`src/rtl/interval_remap_splitter_macros.svh`:
```
// Assertion macros used by the interval remap splitter RTL.
`ifndef INTERVAL_REMAP_SPLITTER_MACROS_SVH
`define INTERVAL_REMAP_SPLITTER_MACROS_SVH

// Same-cycle implication, sampled on clk, off while arst_n is low.
`define ISR_ASSERT_IMPL(label, ante, cons, msg) \
	label: assert property (@(posedge clk) disable iff (!arst_n) (ante) |-> (cons)) \
		else $error(msg);

// Next-cycle implication, sampled on clk, off while arst_n is low.
`define ISR_ASSERT_NEXT(label, ante, cons, msg) \
	label: assert property (@(posedge clk) disable iff (!arst_n) (ante) |=> (cons)) \
		else $error(msg);

`endif

```
`src/rtl/isr_pkg.sv`:
```
// Shared constants, types and command format of the interval remap splitter.
package isr_pkg;

	localparam int MAX_WINDOWS = 16;
	localparam int VALUE_BITS  = 48;
	localparam int CFG_W       = 5;
	localparam int ENTRY_W     = 4;
	localparam int IDX_W       = (MAX_WINDOWS > 1) ? $clog2(MAX_WINDOWS) : 1;
	localparam int CNT_W       = $clog2(MAX_WINDOWS + 1);
	localparam int QUEUE_DEPTH = 2;

	typedef logic [VALUE_BITS-1:0] value_t;
	typedef logic [VALUE_BITS:0]   wide_t;

	typedef enum logic {
		OP_LOAD  = 1'b0,
		OP_XLATE = 1'b1
	} op_t;

	// Load: base = source start, shift = target - source, limit = window end.
	// Translate: base = range start, limit = range end, shift unused.
	typedef struct packed {
		op_t              op;
		logic [IDX_W-1:0] slot;
		wide_t            base;
		value_t           shift;
		wide_t            limit;
	} cmd_t;

	typedef struct packed {
		value_t start;
		value_t length;
		logic   mapped;
		logic   last;
	} piece_t;

endpackage

```
`src/rtl/isr_fifo.sv`:
```
// Short command queue between the front and back parts of the splitter.
module isr_fifo
	import isr_pkg::*;
(
	input  logic clk,
	input  logic arst_n,
	input  logic push,
	input  cmd_t push_data,
	output logic full,
	input  logic pop,
	output cmd_t pop_data,
	output logic empty
);

	localparam int PTR_W = (QUEUE_DEPTH > 1) ? $clog2(QUEUE_DEPTH) : 1;
	localparam int FILL_W = $clog2(QUEUE_DEPTH + 1);

	cmd_t             mem_q [QUEUE_DEPTH];
	logic [PTR_W-1:0] wr_ptr_q;
	logic [PTR_W-1:0] rd_ptr_q;
	logic [FILL_W-1:0] fill_q;

	logic do_push;
	logic do_pop;

	assign full     = (fill_q == FILL_W'(QUEUE_DEPTH));
	assign empty    = (fill_q == '0);
	assign do_push  = push && !full;
	assign do_pop   = pop && !empty;
	assign pop_data = mem_q[rd_ptr_q];

	function automatic logic [PTR_W-1:0] ptr_inc(input logic [PTR_W-1:0] p);
		logic [PTR_W-1:0] r;
		if (p == PTR_W'(QUEUE_DEPTH - 1)) begin
			r = '0;
		end else begin
			r = p + PTR_W'(1);
		end
		return r;
	endfunction

	always_ff @(posedge clk or negedge arst_n) begin
		if (!arst_n) begin
			wr_ptr_q <= '0;
			rd_ptr_q <= '0;
			fill_q   <= '0;
		end else begin
			if (do_push) begin
				wr_ptr_q <= ptr_inc(wr_ptr_q);
			end
			if (do_pop) begin
				rd_ptr_q <= ptr_inc(rd_ptr_q);
			end
			if (do_push && !do_pop) begin
				fill_q <= fill_q + FILL_W'(1);
			end else if (do_pop && !do_push) begin
				fill_q <= fill_q - FILL_W'(1);
			end
		end
	end

	always_ff @(posedge clk) begin
		if (do_push) begin
			mem_q[wr_ptr_q] <= push_data;
		end
	end

endmodule

```
`src/rtl/isr_front.sv`:
```
// Front part: accept items, classify them and precompute window and range ends.
module isr_front
	import isr_pkg::*;
(
	input  logic               in_valid,
	output logic               in_ready,
	input  logic               op,
	input  logic [ENTRY_W-1:0] entry_index,
	input  value_t             window_source,
	input  value_t             window_target,
	input  value_t             window_length,
	input  value_t             range_start,
	input  value_t             range_length,
	input  logic               full,
	output logic               push,
	output cmd_t               push_data
);

	logic accept;
	logic slot_ok;
	logic keep;

	assign in_ready = !full;
	assign accept   = in_valid && in_ready;
	assign slot_ok  = 32'(entry_index) < 32'(MAX_WINDOWS);

	// Drop loads beyond the table and empty ranges: neither has any effect.
	always_comb begin
		push_data = '0;
		keep      = 1'b0;
		case (op_t'(op))
			OP_LOAD: begin
				keep            = slot_ok;
				push_data.op    = OP_LOAD;
				push_data.slot  = IDX_W'(entry_index);
				push_data.base  = {1'b0, window_source};
				push_data.shift = window_target - window_source;
				push_data.limit = {1'b0, window_source} + {1'b0, window_length};
			end
			OP_XLATE: begin
				keep            = (range_length != '0);
				push_data.op    = OP_XLATE;
				push_data.base  = {1'b0, range_start};
				push_data.limit = {1'b0, range_start} + {1'b0, range_length};
			end
			default: begin
				keep = 1'b0;
			end
		endcase
	end

	assign push = accept && keep;

endmodule

```
`src/rtl/isr_back.sv`:
```
// Back part: window table, range walk and the output piece register.
`include "interval_remap_splitter_macros.svh"

module isr_back
	import isr_pkg::*;
(
	input  logic             clk,
	input  logic             arst_n,
	input  logic [CFG_W-1:0] window_count,
	input  logic             empty,
	input  cmd_t             pop_data,
	output logic             pop,
	output logic             out_valid,
	input  logic             out_ready,
	output value_t           piece_start,
	output value_t           piece_length,
	output logic             piece_mapped,
	output logic             last
);

	typedef enum logic [1:0] {
		B_IDLE = 2'b01,
		B_WALK = 2'b10
	} bstate_t;

	// Window table, undefined until loaded
	wide_t  src_q   [MAX_WINDOWS];
	wide_t  wend_q  [MAX_WINDOWS];
	value_t delta_q [MAX_WINDOWS];

	bstate_t          state_q;
	logic [CNT_W-1:0] idx_q;
	wide_t            start_q;
	wide_t            end_q;
	logic             out_valid_q;
	piece_t           out_q;

	logic [CNT_W-1:0] count_lim;
	logic             slot_free;
	logic             step;
	logic             at_end;
	wide_t            w_src;
	wide_t            w_end;
	value_t           w_delta;
	value_t           len_all;
	logic             emit;
	logic             adv;
	logic             go_idle;
	wide_t            start_nxt;
	piece_t           piece;

	assign count_lim = (window_count > CFG_W'(MAX_WINDOWS)) ? CNT_W'(MAX_WINDOWS)
		: CNT_W'(window_count);
	assign slot_free = !out_valid_q || out_ready;
	assign step      = (state_q == B_WALK) && slot_free;
	assign pop       = (state_q == B_IDLE) && !empty;

	assign at_end  = (idx_q == count_lim);
	assign w_src   = src_q[idx_q[IDX_W-1:0]];
	assign w_end   = wend_q[idx_q[IDX_W-1:0]];
	assign w_delta = delta_q[idx_q[IDX_W-1:0]];
	assign len_all = value_t'(end_q - start_q);

	// One window per step, at most one piece per step. A prefix gap before a
	// window takes its own step, then the same window is looked at again.
	always_comb begin
		emit      = 1'b0;
		adv       = 1'b0;
		go_idle   = 1'b0;
		start_nxt = start_q;
		piece     = '0;
		if (at_end) begin
			emit    = 1'b1;
			go_idle = 1'b1;
			piece   = '{start: value_t'(start_q), length: len_all, mapped: 1'b0, last: 1'b1};
		end else if (end_q <= w_src) begin
			emit    = 1'b1;
			go_idle = 1'b1;
			piece   = '{start: value_t'(start_q), length: len_all, mapped: 1'b0, last: 1'b1};
		end else if (start_q >= w_end) begin
			adv = 1'b1;
		end else if (start_q < w_src) begin
			emit      = 1'b1;
			start_nxt = w_src;
			piece     = '{start: value_t'(start_q), length: value_t'(w_src - start_q),
				mapped: 1'b0, last: 1'b0};
		end else if (end_q <= w_end) begin
			emit    = 1'b1;
			go_idle = 1'b1;
			piece   = '{start: value_t'(start_q) + w_delta, length: len_all,
				mapped: 1'b1, last: 1'b1};
		end else begin
			emit      = 1'b1;
			adv       = 1'b1;
			start_nxt = w_end;
			piece     = '{start: value_t'(start_q) + w_delta,
				length: value_t'(w_end - start_q), mapped: 1'b1, last: 1'b0};
		end
	end

	always_ff @(posedge clk or negedge arst_n) begin
		if (!arst_n) begin
			state_q     <= B_IDLE;
			out_valid_q <= 1'b0;
			idx_q       <= '0;
		end else begin
			case (state_q)
				B_IDLE: begin
					if (pop && pop_data.op == OP_XLATE) begin
						state_q <= B_WALK;
						idx_q   <= '0;
					end
				end
				B_WALK: begin
					if (step) begin
						if (adv) begin
							idx_q <= idx_q + CNT_W'(1);
						end
						if (go_idle) begin
							state_q <= B_IDLE;
						end
					end
				end
				default: begin
					state_q <= B_IDLE;
				end
			endcase
			if (step && emit) begin
				out_valid_q <= 1'b1;
			end else if (out_ready) begin
				out_valid_q <= 1'b0;
			end
		end
	end

	always_ff @(posedge clk) begin
		if (pop && pop_data.op == OP_LOAD) begin
			src_q[pop_data.slot]   <= pop_data.base;
			wend_q[pop_data.slot]  <= pop_data.limit;
			delta_q[pop_data.slot] <= pop_data.shift;
		end
		if (pop && pop_data.op == OP_XLATE) begin
			start_q <= pop_data.base;
			end_q   <= pop_data.limit;
		end else if (step) begin
			start_q <= start_nxt;
		end
		if (step && emit) begin
			out_q <= piece;
		end
	end

	assign out_valid    = out_valid_q;
	assign piece_start  = out_q.start;
	assign piece_length = out_q.length;
	assign piece_mapped = out_q.mapped;
	assign last         = out_q.last;

	`ISR_ASSERT_IMPL(a_idx_bound, state_q == B_WALK, idx_q <= count_lim, "walk index past count")
	`ISR_ASSERT_IMPL(a_walk_nonempty, state_q == B_WALK, start_q < end_q, "walk with empty range")
	`ISR_ASSERT_IMPL(a_piece_from_walk, $rose(out_valid_q), $past(state_q) == B_WALK,
		"piece not from walk")
	`ISR_ASSERT_NEXT(a_last_ends_walk, step && emit && piece.last, state_q == B_IDLE,
		"walk continues after last piece")

endmodule

```
`src/rtl/interval_remap_splitter.sv`:
```
// Top level of the interval remap splitter: window count register, front, queue, back.
//
// Usage: load windows with op = 0 items (slot, source, target, length) in
// ascending source order, set window_count through cfg_we/cfg_wdata while the
// block is idle, then send op = 1 items with a range (start, length). Each
// range comes out as a run of pieces on the output channel, in ascending
// source order: covered pieces shifted to the target and flagged mapped,
// gaps passed through unmapped; the final piece carries last. An empty range
// or a load to a slot beyond the table gives no piece.
// Input side: the front takes an item whenever the two-entry queue has room,
// so it keeps accepting while the back part walks or the receiver stalls.
// An idle back part pops an item in the cycle after acceptance. Its first piece
// enters the output register once the walk has skipped the windows before it.
// A load is written to the table when popped. A translate walks the windows in
// order, at most one piece per step: each window skipped or fully crossed, each
// unmapped gap before a window and a trailing unmapped piece takes its own step.
// The back part pops no new item until the walk of a range ends.
// Receiver stall: the output register holds the piece and the walk freezes.
// Reset: clears the window count, queue and output valid; table is not cleared.
module interval_remap_splitter
	import isr_pkg::*;
(
	input  logic               clk,
	input  logic               arst_n,
	input  logic               cfg_we,
	input  logic [CFG_W-1:0]   cfg_wdata,
	input  logic               in_valid,
	output logic               in_ready,
	input  logic               op,
	input  logic [ENTRY_W-1:0] entry_index,
	input  value_t             window_source,
	input  value_t             window_target,
	input  value_t             window_length,
	input  value_t             range_start,
	input  value_t             range_length,
	output logic               out_valid,
	input  logic               out_ready,
	output value_t             piece_start,
	output value_t             piece_length,
	output logic               piece_mapped,
	output logic               last
);

	logic [CFG_W-1:0] window_count_q;
	logic             q_push;
	cmd_t             q_push_data;
	logic             q_full;
	logic             q_pop;
	cmd_t             q_pop_data;
	logic             q_empty;

	// Hold the window count; the user must write it only while idle, the block does not enforce this
	always_ff @(posedge clk or negedge arst_n) begin
		if (!arst_n) begin
			window_count_q <= '0;
		end else if (cfg_we) begin
			window_count_q <= cfg_wdata;
		end
	end

	// Classify items and precompute ends
	isr_front u_front (
		.in_valid      (in_valid),
		.in_ready      (in_ready),
		.op            (op),
		.entry_index   (entry_index),
		.window_source (window_source),
		.window_target (window_target),
		.window_length (window_length),
		.range_start   (range_start),
		.range_length  (range_length),
		.full          (q_full),
		.push          (q_push),
		.push_data     (q_push_data)
	);

	// Decouple front and back
	isr_fifo u_fifo (
		.clk       (clk),
		.arst_n    (arst_n),
		.push      (q_push),
		.push_data (q_push_data),
		.full      (q_full),
		.pop       (q_pop),
		.pop_data  (q_pop_data),
		.empty     (q_empty)
	);

	// Store windows, walk ranges, drive pieces
	isr_back u_back (
		.clk          (clk),
		.arst_n       (arst_n),
		.window_count (window_count_q),
		.empty        (q_empty),
		.pop_data     (q_pop_data),
		.pop          (q_pop),
		.out_valid    (out_valid),
		.out_ready    (out_ready),
		.piece_start  (piece_start),
		.piece_length (piece_length),
		.piece_mapped (piece_mapped),
		.last         (last)
	);

endmodule
```
`config.mk`:
```
export PLATFORM = sky130hd
export DESIGN_NAME = interval_remap_splitter
export DESIGN_NICKNAME = d
export VERILOG_FILES = /design/src/rtl/isr_pkg.sv /design/src/rtl/isr_fifo.sv /design/src/rtl/isr_front.sv /design/src/rtl/isr_back.sv /design/src/rtl/interval_remap_splitter.sv
export VERILOG_INCLUDE_DIRS = /design/src /design/src/rtl
export SDC_FILE = /design/constraint.sdc
export NUM_CORES = 2
export LEC_CHECK = 0
export BUFFER_PORTS_ARGS = -buffer_cell sky130_fd_sc_hd__buf_2
export CAP_MARGIN = 20
export CORE_MARGIN = 2
export CORE_UTILIZATION = 40
export DETAILED_ROUTE_END_ITERATION = 8
export SLEW_MARGIN = 15
export SYNTH_ARGS = -nofsm -noshare
export SYNTH_HDL_FRONTEND = slang
export SYNTH_SLANG_ARGS = --single-unit
export TNS_END_PERCENT = 1
```
`constraint.sdc`:
```
create_clock -name clk -period 22.8 [get_ports clk]
set_clock_uncertainty 0.05 [all_clocks]
set_input_delay 4.56 -clock clk [delete_from_list [all_inputs] [get_ports clk]]
set_output_delay 4.56 -clock clk [all_outputs]
set_load 0.03 [all_outputs]
```
==> results.cfg <==
[finish]
finalNetCount = 9086
fillers = 27900
design_area_um2 = 146000
synthToLayoutAreaGrowth_pct = 12.8
drive_gt1_share_pct = 21.7
finish.utilization_pct = 45.2

[worst_setup_path]
r2r_start = u_back.idx_q[1]$_DFFE_PN0P_
setup.worst_path.start = u_back.idx_q[1]$_DFFE_PN0P_
crit_arrival_ns = 10.91
cp_data_required_time_ns = 23.49
path_max_fanout = 123
start_kind = flip-flop
end_kind = flip-flop
worstSetupPathType = flip-flop to flip-flop

[clocking]
htree_levels = 5
cts_setup_buffers = 0
insertion_delay_ns = 0.93
numCtsBuffers = 297
tritoncts = done
ctsHoldBuffers = 0
cts.sinks = 2833
path_clk_slew_ns = 0.06
cts-resized-gates = 0
clock_path_buffers = 4
ctsRootBufferMaster = clkbuf_16

[global_route]
grt_pass1_wl_um = 581000
overflow = 0
grt_max_degree = 141
antenna_found_initial = 16
grt_use_total_pct = 24.7
first_global_vias = 76500

[yosys]
synth_cell_type_count = 96
syn_area_um2 = 130000
synthMostInstantiatedCell = edfxtp_1
synth_nets = 8630
syn-instance-count = 7841
synth_area_leaders = edfxtp_1 (65%), mux4_2 (13%), ha_1 (5.1%)
synth_top_cell_by_area = edfxtp_1
syn_avg_cell_area_um2 = 16.5
ys_seq_area_share_pct = 65.5
yosys_register_bits = 2833
async_flop_share_pct = 0.600
netlist.area_leader.share_pct = 65.2
synth_edf_count = 2816
yosys_warnings = 0
synth.top_cells.by_count = edfxtp_1 (2816), mux4_2 (725), ha_1 (527), nand2_1 (460), a21oi_1 (430)
synth_ff_type = edfxtp_1

[detailed_routing]
vias = 76700
avgRoutedWirePerCell_um = 32.2
via_per_inst = 5.97
routed_wl_um = 414000
drt_iter0_markers = 9320
drcViolationCount = 0
firstDrtPassIters = 6
antenna_left = 0

[pwr]
power_leakage_nw = 49.4
switching_share_pct = 37.0
p_int_mw = 12.0
peakVddDrop_v = 0.0000844
p_sw_mw = 7.08
p_clk_share_pct = 24.6
power.density_nw_per_um2 = 131
combPwrFrac_pct = 36.6
p_seq_share_pct = 38.9

[status]
status = completed

[sta]
hold_viol_final = 0
worst_pin_slew_ns = 1.19
max_slew_margin_pct = 20.4
fin_setup_tns_ns = 0
fmax_ghz = 0.0979
setup_ws_ns = 12.58
finalCriticalPeriod_ns = 10.22
rsz0062_at_grt = false
drv_slew = 0
setup_viol = 0
fin_crit_sh_pct = 44.8

[job]
max_cap_violations = 0

[hold_path]
worstHoldPathType = flip-flop to flip-flop
hold_start = u_fifo.fill_q[1]$_DFFE_PN0P_

[die]
ios = 355
rows = 209
start_util_pct = 40.1
die_h_um = 573
die_w_um = 573
core_um2 = 323000
dieArea_um2 = 329000

[place]
portBuffers = 354
dpl.hpwl_um = 276000
gp_congestion = 0.966
place_ws_ns = 12.79
dpl_cell_area_um2 = 137000
final cells by class:
type | count | area (um2) | area share (%)
sequential | 2833 | 85000 | 58.1
antenna | 5 | 12.5 | 0.00855
inverter | 289 | 1090 | 0.742
tap | 4325 | 5410 | 3.70
clock inverter | 156 | 1380 | 0.943
clock buffer | 363 | 7830 | 5.35
timing repair buffer | 489 | 3030 | 2.07
multi-input combinational | 4387 | 42600 | 29.1
registers in the layout, indices dropped and copies added (netlist names), 2 cells and up:
register             count
u_back.delta_q         768
u_back.end_q            49
u_back.idx_q             5
u_back.piece_length     48
u_back.piece_start      48
u_back.src_q           768
u_back.start_q          49
u_back.state_q           2
u_back.wend_q          784
u_fifo.fill_q            2
u_fifo.mem_q           300
window_count_q           5
power by group through the flow:
stage                     combinational (mW)  sequential [mW]  clock, mW
after floorplan                         4.50             7.39          0
after global placement                  6.82             7.52          0
after detailed placement                6.89             7.54          0
after CTS                               6.93             7.43       4.76
after global routing                    7.50             7.44       4.96
final                                   6.99             7.43       4.69
path summary, 6_finish.rpt:
check	endpoint	slack, ns	cells past startpoint
max	u_back.idx_q[4]$_DFFE_PN0P_	12.58	21
min	u_fifo.fill_q[1]$_DFFE_PN0P_	0.46	1
max reg2reg	u_back.idx_q[4]$_DFFE_PN0P_	12.58	21
min reg2reg	u_fifo.fill_q[1]$_DFFE_PN0P_	0.46	1
max in group asynchronous	u_back.idx_q[2]$_DFFE_PN0P_	18.69	1
min in group asynchronous	window_count_q[2]$_DFFE_PN0P_	3.59	1
through the flow:
stage               power (mW)  hold WS, ns  std cells
finish                    19.1        0.462      12800
global route              19.9        0.475      12800
CTS                       19.1        0.449      12800
detailed placement        14.4        0.436      12300
global placement          14.3        0.432      12300
floorplan                 11.9        0.405       7841
layout by cell type, fill, tap and decap left out, types with 12 or more instances in the layout:
master     instances
o21bai_1          61
nor4_1            20
o21ai_1           29
clkinv_1          62
a221oi_1          14
mux2_2           154
o21ai_0          286
mux4_2           725
a22oi_1           26
a21o_1           222
edfxtp_1        2816
clkbuf_16        303
o22ai_1           25
and3_1            28
and4_1            12
buf_2            357
xor2_1           127
nor2_4            17
o21a_1            41
buf_12            18
a211oi_1          31
o211ai_1          19
o31ai_1           26
nand3_1           82
nand2b_1          54
a21oi_1          429
nor2_1           291
a31oi_1           97
clkbuf_1          58
nor2b_1           53
nand2_1          458
ha_1             527
xnor2_1          171
buf_4            111
o221ai_1          25
clkinv_2          41
nand4_1           64
bufinv_16         18
inv_1            286
nor3_1            44
metal layers:
layer | part of all wire (%) | global-route usage [%]
met1 | 41 | 33.3
met2 | 49 | 41.5
met3 | 6.7 | 3.33
met4 | 3.5 | 7.80
met5 | 0.014 | 0
critical path: stages, from the launching register on:
cell and delay (ns):
dfrtp_4 0.87, buf_4 0.88, buf_12 0.62, buf_12 0.57, buf_4 0.81, mux4_2 0.42, mux4_2 0.57, ha_1 0.40
and4_1 0.24, o21ai_1 0.07, a21oi_1 0.23, o2111ai_1 0.17, nand2_1 0.12, a221oi_1 0.19, o311ai_4 0.34, buf_4 0.56
buf_4 0.62, nand2_1 0.38, a211oi_2 0.84, nand4_1 0.23, xor2_1 0.19, nor2_1 0.06
cells by family (layout without fill, tap and decap cells):
| kind of cell | count (synthesis) | in the layout | synth area share (%) |
|---|---|---|---|
| AO/OA/AOI/OAI | 1479 | 1479 | 7.27 |
| XOR/XNOR | 298 | 298 | 2.01 |
| adder cells (fa/ha/maj) | 534 | 534 | 5.19 |
| buffers and inverters | 621 | 1297 | 1.81 |
| flip-flops | 2833 | 2833 | 65.5 |
| multiplexers | 887 | 887 | 14.0 |
| other | 0 | 5 | 0 |
| AND/OR/NAND/NOR | 1189 | 1189 | 4.21 |
Note: power is estimated with default switching activity, not from simulation.
